==> config.mk <==
export PLATFORM = sky130hd
export DESIGN_NAME = transient_envelope_detector_core
export DESIGN_NICKNAME = d
export VERILOG_FILES = /design/src/rtl/ted_pkg.sv /design/src/rtl/ted_mul.sv /design/src/rtl/ted_div.sv /design/src/rtl/transient_envelope_detector_core.sv
export SDC_FILE = /design/constraint.sdc
export NUM_CORES = 1
export LEC_CHECK = 0
export ABC_AREA = 1
export BUFFER_PORTS_ARGS = -buffer_cell sky130_fd_sc_hd__buf_4
export CORE_ASPECT_RATIO = 1.1
export CORE_UTILIZATION = 45
export CTS_BUF_LIST = sky130_fd_sc_hd__clkbuf_8
export CTS_CLUSTER_DIAMETER = 50
export DETAILED_ROUTE_END_ITERATION = 10
export HOLD_SLACK_MARGIN = 0.03
export PLACE_DENSITY = 0.68
export RECOVER_POWER = 25
export SLEW_MARGIN = 10
export SYNTH_ARGS = -nofsm -noshare
export SYNTH_HDL_FRONTEND = slang
export SYNTH_SLANG_ARGS = --single-unit
==> constraint.sdc <==
create_clock -name i_clk -period 3.5 [get_ports i_clk]
set_input_delay 0 -clock i_clk [delete_from_list [all_inputs] [get_ports i_clk]]
set_output_delay 0 -clock i_clk [all_outputs]
set_load 0.05 [all_outputs]
==> src/rtl/ted_pkg.sv <==
`default_nettype none
package ted_pkg;

    // coefficient / sensitivity width (Q0.16)
    localparam int COEF_W = 16;
    localparam int CNT_W  = 4;
    localparam int ACT_W  = 16;
    localparam int LVL_W  = 15;

    // config register indexes
    localparam int CFG_ADDR_W = 2;
    localparam logic [CFG_ADDR_W-1:0] CFG_ATTACK  = 2'd0;
    localparam logic [CFG_ADDR_W-1:0] CFG_RELEASE = 2'd1;
    localparam logic [CFG_ADDR_W-1:0] CFG_SENS    = 2'd2;

    localparam logic [COEF_W-1:0] ATTACK_RST  = 16'd24140;
    localparam logic [COEF_W-1:0] RELEASE_RST = 16'd19;
    localparam logic [COEF_W-1:0] SENS_RST    = 16'd32768;

    // threshold in Q0.32: 0.05 + 0.45 * sens
    localparam int SPAN_W = 31;
    localparam logic [31:0]       THR_BASE = 32'd214748365;
    localparam logic [SPAN_W-1:0] THR_SPAN = 31'd1932735283;

    localparam logic [ACT_W-1:0] ACT_ONE = 16'd32768;

    typedef struct packed {
        logic load;
        logic step;
    } t_mul_ctl;

    typedef struct packed {
        logic load;
        logic step;
        logic first;
    } t_div_ctl;

endpackage
`default_nettype wire

==> src/rtl/ted_mul.sv <==
`default_nettype none
// Shift-add multiplier, one multiplier bit per cycle while step is high, MSB first.
module ted_mul #(
    parameter int MCAND_W = 24
) (
    input  wire                                 i_clk,
    input  wire ted_pkg::t_mul_ctl              i_ctl,
    input  wire  [MCAND_W-1:0]                  i_mcand,
    input  wire  [ted_pkg::COEF_W-1:0]          i_mplier,
    output logic [MCAND_W+ted_pkg::COEF_W-1:0]  o_prod
);

    localparam int PW = MCAND_W + ted_pkg::COEF_W;

    logic [MCAND_W-1:0]         r_mcand;
    logic [ted_pkg::COEF_W-1:0] r_mplier;
    logic [PW-1:0]              r_acc;
    logic [PW-1:0]              n_acc;

    always_comb begin
        n_acc = {r_acc[PW-2:0], 1'b0};
        if (r_mplier[ted_pkg::COEF_W-1]) begin
            n_acc = n_acc + PW'(r_mcand);
        end
    end

    always_ff @(posedge i_clk) begin
        if (i_ctl.load) begin
            r_mcand  <= i_mcand;
            r_mplier <= i_mplier;
            r_acc    <= '0;
        end else if (i_ctl.step) begin
            r_mplier <= {r_mplier[ted_pkg::COEF_W-2:0], 1'b0};
            r_acc    <= n_acc;
        end
    end

    assign o_prod = r_acc;

endmodule
`default_nettype wire

==> src/rtl/ted_div.sv <==
`default_nettype none
// Restoring divider, one quotient bit per cycle while step is high. Numerator
// is pre-scaled by the shifts: first step compares unshifted, later steps shift by one.
module ted_div #(
    parameter int W = 24
) (
    input  wire                               i_clk,
    input  wire ted_pkg::t_div_ctl            i_ctl,
    input  wire  [W:0]                        i_num,
    input  wire  [W-1:0]                      i_den,
    output logic [ted_pkg::ACT_W-1:0]         o_quo
);

    logic [W:0]                  r_rem;
    logic [W-1:0]                r_den;
    logic [ted_pkg::ACT_W-1:0]   r_quo;
    logic [W:0]                  w_t;
    logic                        w_ge;

    always_comb begin
        w_t  = i_ctl.first ? r_rem : {r_rem[W-1:0], 1'b0};
        w_ge = (w_t >= {1'b0, r_den});
    end

    always_ff @(posedge i_clk) begin
        if (i_ctl.load) begin
            r_rem <= i_num;
            r_den <= i_den;
            r_quo <= '0;
        end else if (i_ctl.step) begin
            r_rem <= w_ge ? (w_t - {1'b0, r_den}) : w_t;
            r_quo <= {r_quo[ted_pkg::ACT_W-2:0], w_ge};
        end
    end

    assign o_quo = r_quo;

endmodule
`default_nettype wire

==> src/rtl/transient_envelope_detector_core.sv <==
`default_nettype none
// Channel  | Handshake                | Payload
// ---------+--------------------------+-----------------------------------
// in       | i_in_valid / o_in_ready  | i_sample
// out      | o_out_valid / i_out_ready| o_activity, o_envelope_level
// config   | i_cfg_we                 | i_cfg_addr, i_cfg_data
//
// Envelope above threshold: each item steps through accept, multiply (envelope
// step and threshold side by side), update, compare, divide and output load.
// At or below threshold the divide is skipped.
// A new item is taken while the previous result still waits; its own result then
// holds in the last step until the output register frees up.
// Synchronous active-low reset clears envelope, output valid and FSM, loads coefs.
module transient_envelope_detector_core #(
    parameter int SAMPLE_BITS   = 16,
    parameter int ENV_FRAC_BITS = 23
) (
    input  wire                                  i_clk,
    input  wire                                  i_rst_n,
    input  wire                                  i_in_valid,
    output logic                                 o_in_ready,
    input  wire  signed [SAMPLE_BITS-1:0]        i_sample,
    output logic                                 o_out_valid,
    input  wire                                  i_out_ready,
    output logic [ted_pkg::ACT_W-1:0]            o_activity,
    output logic [ted_pkg::LVL_W-1:0]            o_envelope_level,
    input  wire                                  i_cfg_we,
    input  wire  [ted_pkg::CFG_ADDR_W-1:0]       i_cfg_addr,
    input  wire  [ted_pkg::COEF_W-1:0]           i_cfg_data
);

    localparam int EW  = ENV_FRAC_BITS + 1;
    localparam int MW  = SAMPLE_BITS - 1;
    localparam int K   = ENV_FRAC_BITS - MW;
    localparam int SH  = 32 - ENV_FRAC_BITS;
    localparam int CW  = ted_pkg::COEF_W;
    localparam int PW  = EW + CW;
    localparam int TPW = ted_pkg::SPAN_W + CW;

    localparam logic [2:0] ST_IDLE = 3'd0;
    localparam logic [2:0] ST_MUL  = 3'd1;
    localparam logic [2:0] ST_UPD  = 3'd2;
    localparam logic [2:0] ST_CMP  = 3'd3;
    localparam logic [2:0] ST_DIV  = 3'd4;
    localparam logic [2:0] ST_FIN  = 3'd5;

    localparam logic [EW-1:0] ENV_ONE = EW'(1) << ENV_FRAC_BITS;

    logic [2:0]                   r_state;
    logic [ted_pkg::CNT_W-1:0]    r_cnt;
    logic [CW-1:0]                r_att, r_rel, r_sens;
    logic [EW-1:0]                r_env;
    logic [EW-1:0]                r_thr;
    logic                         r_add;
    logic                         r_hit;
    logic                         r_out_valid;
    logic [ted_pkg::ACT_W-1:0]    r_act;
    logic [ted_pkg::LVL_W-1:0]    r_lvl;

    logic                         w_accept;
    logic [SAMPLE_BITS-1:0]       w_neg;
    logic [MW-1:0]                w_mag;
    logic [EW-1:0]                w_mag_e;
    logic [EW-1:0]                w_d;
    logic                         w_gt, w_ge;
    logic [CW-1:0]                w_coef;
    logic [PW-1:0]                w_prod;
    logic [TPW-1:0]               w_tprod;
    logic [PW:0]                  w_step_sum;
    logic [EW:0]                  w_step;
    logic [EW:0]                  w_env_new;
    logic [32:0]                  w_q32;
    logic [32:0]                  w_thr_full;
    logic [ted_pkg::ACT_W-1:0]    w_quo;
    logic [ted_pkg::ACT_W-1:0]    w_act_sat;
    logic                         w_out_load;
    logic                         w_last;
    ted_pkg::t_mul_ctl            w_mul_ctl;
    ted_pkg::t_div_ctl            w_div_ctl;

    assign w_accept   = i_in_valid && o_in_ready;
    assign o_in_ready = (r_state == ST_IDLE);
    assign w_last     = (r_cnt == {ted_pkg::CNT_W{1'b1}});

    // magnitude, most negative sample saturates
    always_comb begin
        w_neg = -i_sample;
        if (!i_sample[SAMPLE_BITS-1]) begin
            w_mag = i_sample[MW-1:0];
        end else if (w_neg[SAMPLE_BITS-1]) begin
            w_mag = {MW{1'b1}};
        end else begin
            w_mag = w_neg[MW-1:0];
        end
    end

    generate
        if (K >= 0) begin : g_up
            assign w_mag_e = EW'(w_mag) << K;
        end else begin : g_down
            assign w_mag_e = EW'(w_mag >> (-K));
        end
    endgenerate

    always_comb begin
        w_gt   = (w_mag_e > r_env);
        w_ge   = (w_mag_e >= r_env);
        w_d    = w_ge ? (w_mag_e - r_env) : (r_env - w_mag_e);
        w_coef = w_gt ? r_att : r_rel;
    end

    assign w_mul_ctl.load = w_accept;
    assign w_mul_ctl.step = (r_state == ST_MUL);

    ted_mul #(.MCAND_W(EW)) u_env_mul (
        .i_clk    (i_clk),
        .i_ctl    (w_mul_ctl),
        .i_mcand  (w_d),
        .i_mplier (w_coef),
        .o_prod   (w_prod)
    );

    ted_mul #(.MCAND_W(ted_pkg::SPAN_W)) u_thr_mul (
        .i_clk    (i_clk),
        .i_ctl    (w_mul_ctl),
        .i_mcand  (ted_pkg::THR_SPAN),
        .i_mplier (r_sens),
        .o_prod   (w_tprod)
    );

    // envelope step rounded half up, threshold rounded to nearest
    always_comb begin
        w_step_sum = {1'b0, w_prod} + (PW+1)'(1 << (CW - 1));
        w_step     = w_step_sum[PW:CW];
        w_env_new  = r_add ? ({1'b0, r_env} + w_step) : ({1'b0, r_env} - w_step);
        w_q32      = {1'b0, ted_pkg::THR_BASE} + 33'(w_tprod[TPW-1:CW]);
        w_thr_full = (w_q32 + (33'd1 << (SH - 1))) >> SH;
    end

    assign w_div_ctl.load  = (r_state == ST_CMP);
    assign w_div_ctl.step  = (r_state == ST_DIV);
    assign w_div_ctl.first = (r_cnt == '0);

    ted_div #(.W(EW)) u_div (
        .i_clk   (i_clk),
        .i_ctl   (w_div_ctl),
        .i_num   ({1'b0, r_env - r_thr}),
        .i_den   (ENV_ONE - r_thr),
        .o_quo   (w_quo)
    );

    assign w_act_sat  = (w_quo > ted_pkg::ACT_ONE) ? ted_pkg::ACT_ONE : w_quo;
    assign w_out_load = (r_state == ST_FIN) && (!r_out_valid || i_out_ready);

    always_ff @(posedge i_clk) begin
        if (!i_rst_n) begin
            r_state     <= ST_IDLE;
            r_cnt       <= '0;
            r_att       <= ted_pkg::ATTACK_RST;
            r_rel       <= ted_pkg::RELEASE_RST;
            r_sens      <= ted_pkg::SENS_RST;
            r_env       <= '0;
            r_out_valid <= 1'b0;
        end else begin
            if (i_cfg_we) begin
                case (i_cfg_addr)
                    ted_pkg::CFG_ATTACK:  r_att  <= i_cfg_data;
                    ted_pkg::CFG_RELEASE: r_rel  <= i_cfg_data;
                    ted_pkg::CFG_SENS:    r_sens <= i_cfg_data;
                    default: ;
                endcase
            end

            if (w_out_load) begin
                r_out_valid <= 1'b1;
            end else if (i_out_ready) begin
                r_out_valid <= 1'b0;
            end

            case (r_state)
                ST_IDLE: begin
                    if (w_accept) begin
                        r_state <= ST_MUL;
                        r_cnt   <= '0;
                    end
                end
                ST_MUL: begin
                    r_cnt <= r_cnt + 1'b1;
                    if (w_last) begin
                        r_state <= ST_UPD;
                    end
                end
                ST_UPD: begin
                    r_env   <= w_env_new[EW-1:0];
                    r_state <= ST_CMP;
                end
                ST_CMP: begin
                    r_cnt   <= '0;
                    r_state <= (r_env > r_thr) ? ST_DIV : ST_FIN;
                end
                ST_DIV: begin
                    r_cnt <= r_cnt + 1'b1;
                    if (w_last) begin
                        r_state <= ST_FIN;
                    end
                end
                ST_FIN: begin
                    if (w_out_load) begin
                        r_state <= ST_IDLE;
                    end
                end
                default: r_state <= ST_IDLE;
            endcase
        end
    end

    // payload registers
    always_ff @(posedge i_clk) begin
        if (w_accept) begin
            r_add <= w_ge;
        end
        if (r_state == ST_UPD) begin
            r_thr <= w_thr_full[EW-1:0];
        end
        if (r_state == ST_CMP) begin
            r_hit <= (r_env > r_thr);
        end
        if (w_out_load) begin
            r_act <= r_hit ? w_act_sat : '0;
            r_lvl <= r_env[ENV_FRAC_BITS-1 -: ted_pkg::LVL_W];
        end
    end

    assign o_out_valid      = r_out_valid;
    assign o_activity       = r_act;
    assign o_envelope_level = r_lvl;

endmodule
`default_nettype wire

Word level (Yosys, flattened, before mapping)
Cells that the tools add are included.
Widths: inputs -> output; s select.
- eq/ne operators: 12
- bitwise logic cells: 1
- add/subtract/negate cells: 14
- reductions and logical operators: 18
- muxes and demuxes: 26
- $lt $le $gt $ge: 5
- operators with widths (operator ; number):
    $mux 16 ; 6
    $mux 24 ; 4
    $mux 25 ; 2
    $sub 24x24->24 ; 2
    $add 47x31->47 const B ; 1
    $mux 47 ; 1
    $add 40x16->40 const B ; 1
    $add 40x24->40 ; 1
    $mux 40 ; 1
    $add 32x9->33 const B ; 1
    $add 28x31->32 const A ; 1
    $mux 15 ; 2
    $ge 25x24->1 ; 1
    $sub 25x24->25 ; 1
    $add 24x24->24 ; 1
    $ge 23x24->1 ; 1
    $gt 23x24->1 ; 1
    $gt 24x24->1 ; 1
    $sub 23x24->24 ; 1
    $sub 24x23->24 ; 1
    $sub 24x24->24 const A ; 1
    $pmux 3 s6 ; 1
    $gt 16x16->1 const B ; 1
    $neg 16->16 ; 1
    25 further kinds ; 41
- logic and storage cells: 98
- output and inout port bits: 33
- input bits: 39
- register bits: 345

Depth between registers and ports, before layout
- word-level depth: 6
- mapped depth: 29
- depth with buffers taken out: 29

Hierarchy
Synthesis repeated with hierarchy kept, for this count alone.
- cell total of the unflattened synthesis: 4135
- area total of the unflattened synthesis: 28198.3 um2
- by module, submodules not included (module ; sequential area each (um2) ; cells each ; area each (um2) ; instances):
    transient_envelope_detector_core ; 3283.1 ; 1689 ; 11613.6 ; 1
    ted_mul at u_thr_mul ; 2352.3 ; 937 ; 6298.5 ; 1
    ted_mul at u_env_mul ; 2001.9 ; 783 ; 5283.8 ; 1
    ted_div ; 1791.7 ; 726 ; 5002.3 ; 1

Worst setup path before layout
Ideal clock, no wire load.
- path type: register -> register
- start: register u_env_mul.r_acc[16] (netlist: u_env_mul.o_prod[16])
- end: register r_env[23]
- data arrival time: 3.626 ns
- period minus slack after synthesis: 3.690 ns
- setup time: 0.064 ns
- path slack: -0.190 ns
- required time: 3.436 ns
- cell stages (with the launch flop): 28
- path buffers: 0
- cells stage by stage: dfxtp_1 ha_1 nand2_1 nor2_2 nand2_1 xor2_1 inv_1 nor2_1 nand2_1 nor3_1 nor2_1 nor2_1 o21ai_0 xor2_1 ha_1 inv_1 nor3_1 inv_1 nor3_1 inv_1 or2_2 nand3_1 inv_1 nand3_1 nand3_1 nand2_1 inv_1 nor2_1
- longest elaborated chain between the ends: 3
- elaborated cells on any way between the ends: 4
- classes of those cells: add/sub: 3; mux: 1
- RTL lines (element ; RTL line ; source):
    from (decl) ; ted_mul.sv:17 ; logic [PW-1:0] r_acc;
    from (signal assigned) ; ted_mul.sv:34 ; r_acc <= n_acc;
    $add 40x16->40 (*) ; transient_envelope_detector_core.sv:133 ; w_step_sum = {1'b0, w_prod} + (PW+1)'(1 << (CW - 1));
    $sub 24x24->24 or $add 24x24->24 (tied branches) ; transient_envelope_detector_core.sv:135 ; w_env_new = r_add ? ({1'b0, r_env} + w_step) : ({1'b0, r_env} - w_step);
    $mux 24 (*) ; transient_envelope_detector_core.sv:135 ;
    to (signal assigned) ; transient_envelope_detector_core.sv:194 ; r_env <= w_env_new[EW-1:0];
    to (decl) ; transient_envelope_detector_core.sv:52 ; logic [EW-1:0] r_env;
Mark *: on every way between the ends. The rest lies on a longest branch, timed or not.
A chain may end at the register's enable or synchronous reset.

Worst setup path after layout
- start: register u_env_mul.r_acc[15] (netlist: u_env_mul.o_prod[15])
- end: register r_env[23]
Same word-level chain as after synthesis.

==> out/summary.txt <==
======================================================================================
Clock root buffer master                                                      clkbuf_8
Synth top area share                                                            0.2023
Prevailing post-synth register cell                                            dfxtp_1
Delay contributed by the slowest stage of the critical path                     380 ps
Largest net degree at the start of global routing                                   68
Min Hold Slack                                                                121.3 ps
Distinct cells, synth                                                               56
Number of H-tree levels                                                              2
Max Freq                                                                     282.8 MHz
Non-Filler Instances                                                              4475
Worst Skew                                                                    33.57 ps
Clock latency on the worst-skew pair                                            700 ps
Fill cells                                                                        4869
Slowest cell on the critical path                                              dfxtp_4
Cell with the most instances after synthesis                                   nand2_1
Largest fanout on the critical path                                                  5
Number of hold violations in the final report                                        0
Number of buffers between clock root and the deepest sink                            3
Avg WL per Cell                                                               15.41 um
Critical path launch point type                                              flip-flop
Die Height                                                                    242.9 um
Average footprint of a synthesized cell                                      7.080 um2
Total setup violations reported at the end of the flow                               1
Max-slew violation total from the final report                                      32
Most area-consuming cells after synthesis                                 edfxtp_1, dfxtp_1, nand2_1
Run status                                                                finished with violations
Count of vias placed by the detailed router                                      23270
Die area                                                                   0.05369 mm2
Power per cell area                                                       884.8 mW/mm2
Total nets after synthesis                                                        3531
Final critical-path required period                                            3536 ps
Gate count of the mapped netlist                                                  3354
Final wirelength                                                              68960 um
RSZ-0062 raised after global routing                                               yes
Static Leak                                                                 0.01376 uW
Setup TNS Final                                                              -36.24 ps
Clock tree from TritonCTS                                                        built
Antenna-violating nets left                                                          0
EDFF count, synth                                                                  160
Cell count after placement                                                        4291
Buffers on Ports                                                                    71
CTS Buf Count                                                                       61
Remaining global-route overflow                                                      0
Commonest cells post-synth                                                nand2_1, inv_1, o21ai_0
Worst supply voltage drop on vdd                                           0.0004755 V
GRT Overall Usage                                                               0.2497
Fraction of synthesis flops using an asynchronous set or reset pin                   0
Number of nets in the finished design                                             3932
Worst max-slew margin expressed relative to the limit                          -0.1773
Area growth from synthesis to final layout                                      24.36%
Final routed DRC violation total                                                     0
Sequential fraction of the synthesis area                                       0.3574
Ratio of cells with drive above 1 in the final layout                           0.1594
Post-route cell area                                                       0.02953 mm2
Violated checks                                                           capacitance limit, slew limit, setup timing
Required time of the critical path                                             4080 ps
Placement-stage cell area                                                  0.02705 mm2
Worst Tran Pin Value                                                           1766 ps
Violation count after the first detailed-routing iteration                        1621
Placement-stage worst setup slack                                            -208.7 ps
Number of core rows                                                                 87
Via count of the first global-routing pass                                       22190
Mapped Area                                                                0.02375 mm2
Type of the most critical hold path                                             in2reg
Startpoint of the worst hold path                                         i_cfg_data[12]
Placed wire-length estimate                                                   50510 um
Type of element capturing the critical path                                  flip-flop
Share of the clock period used by the worst path after layout                    1.010
Initial antenna violation count                                                      1
Area taken by flip-flops and latches                                      0.008503 mm2
Library cell occupying the most area in the post-synthesis netlist            edfxtp_1
Total area of multi-input combinational cells                              0.01368 mm2
Effective utilization at floorplan                                              0.4593
Horizontal die dimension                                                      221.0 um
Worst setup path startpoint                                               u_env_mul.o_prod[15]
Clock slew at the register clock pins of the worst setup and hold paths          70 ps
Worst reg2reg path startpoint                                             u_env_mul.o_prod[15]
CP Data Arrival Time                                                           4120 ps
Detailed-router iteration count before antenna repair                                6
Area of the core                                                           0.05171 mm2
Ys Warns                                                                             0
FF+latch count, synth                                                              344
Kind of critical path                                                          reg2reg
Max Cap Violations                                                                   1
Top-level I/O count                                                                 72
Number of sinks on the clock net                                                   344
Worst setup slack after layout                                               -36.24 ps
Routability cong.                                                               0.9696
Via/cell ratio                                                                   5.200
Global-route wire length before repair                                       109900 um
======================================================================================
[layer usage]
layer  vias to the layer above  part of all wire  track usage
met1                     10640              0.45       0.3171
met2                       609              0.46       0.4236
li1                      11890                 -            -
met5                         -                 0            0
met4                         0             0.037       0.1096
met3                       134             0.051      0.03305
[final cells by class]
type                       count  share of cell area
multi-input combinational   2411              0.4634
sequential                   344              0.2879
timing repair buffer         436              0.1132
inverter                     501             0.06381
clock buffer                  72             0.03356
tap                          667             0.02826
clock inverter                43            0.009787
antenna                        1          0.00008474
[cells in the final DEF (no fill, tap or decap), types with 125 or more instances in the layout]
cell      Yosys  layout
xor2_1      129     125
buf_4         0     337
inv_1       495     506
nor2_1      353     333
nand3_1     139     130
a21oi_1     282     265
o21ai_0     403     371
edfxtp_1    160     160
dfxtp_1     184     178
nand2_1     647     632
[final timing paths]
path / endpoint / slack [ps] / cells past startpoint
hold / removal: r_rel[12] / 120 / 4
setup reg to reg: r_env[23] / -40 / 26
setup / recovery: r_env[23] / -40 / 26
hold reg to reg: r_sens[2] / 450 / 2
[registers in the layout, summed over array words and instances, names as in the netlist, 3 cells and up]
name                count
u_thr_mul.o_prod       47
u_env_mul.o_prod       40
u_div.r_rem            25
r_env                  24
u_div.r_den            24
u_env_mul.r_mcand      24
r_thr                  23
o_activity             16
r_att                  16
r_rel                  16
r_sens                 16
u_div.o_quo            16
u_env_mul.r_mplier     16
u_thr_mul.r_mplier     16
o_envelope_level       15
r_cnt                   4
r_state                 3
[kinds of logic after synthesis]
kind of cell             after synthesis  share of synthesized area
multiplexers                           1                  0.0004742
AO/OA/AOI/OAI                        810                     0.1827
adder cells (fa/ha/maj)              138                    0.07429
AND/OR/NAND/NOR                     1286                     0.2251
XOR/XNOR                             175                    0.06455
buffers and inverters                600                    0.09542
flip-flops                           344                     0.3574
[per-stage QoR]
step                utilization  total power [uW]
floorplan                     -             15730
global placement         0.5232             20510
detailed placement       0.5232             20650
CTS                      0.5595             24880
global route             0.5711             28220
finish                   0.5711             26130
[critical path, delay by kind of cell, from the launching register on]
family	cells	cell delay [ps]
AND/OR/NAND/NOR	16	1570
AO/OA/AOI/OAI	3	580
buffers and inverters	4	300
flip-flops	1	380
XOR/XNOR	1	130
adder cells (fa/ha/maj)	2	490
[timing repair]
action / in CTS / in global routing
hold buffers: 42 / 0
resized for setup: 38 / 140
pin swaps: 16 / 41
setup endpoints to repair: 34 / 38
endpoints found under the hold margin: 68 / 0
cloned: 0 / 5
buffers inserted: 5 / 17
[where the power goes]
| group | leakage, uW | switching (uW) | internal [uW] | total (uW) |
|---|---|---|---|---|
| sequential | 0.00302 | 941 | 5880 | 6820 |
| clock | 0.000740 | 1800 | 2110 | 3910 |
| combinational | 0.0100 | 9080 | 6320 | 15400 |
| total | 0.0138 | 11800 | 14300 | 26100 |
(Power assumes the default switching activity.)
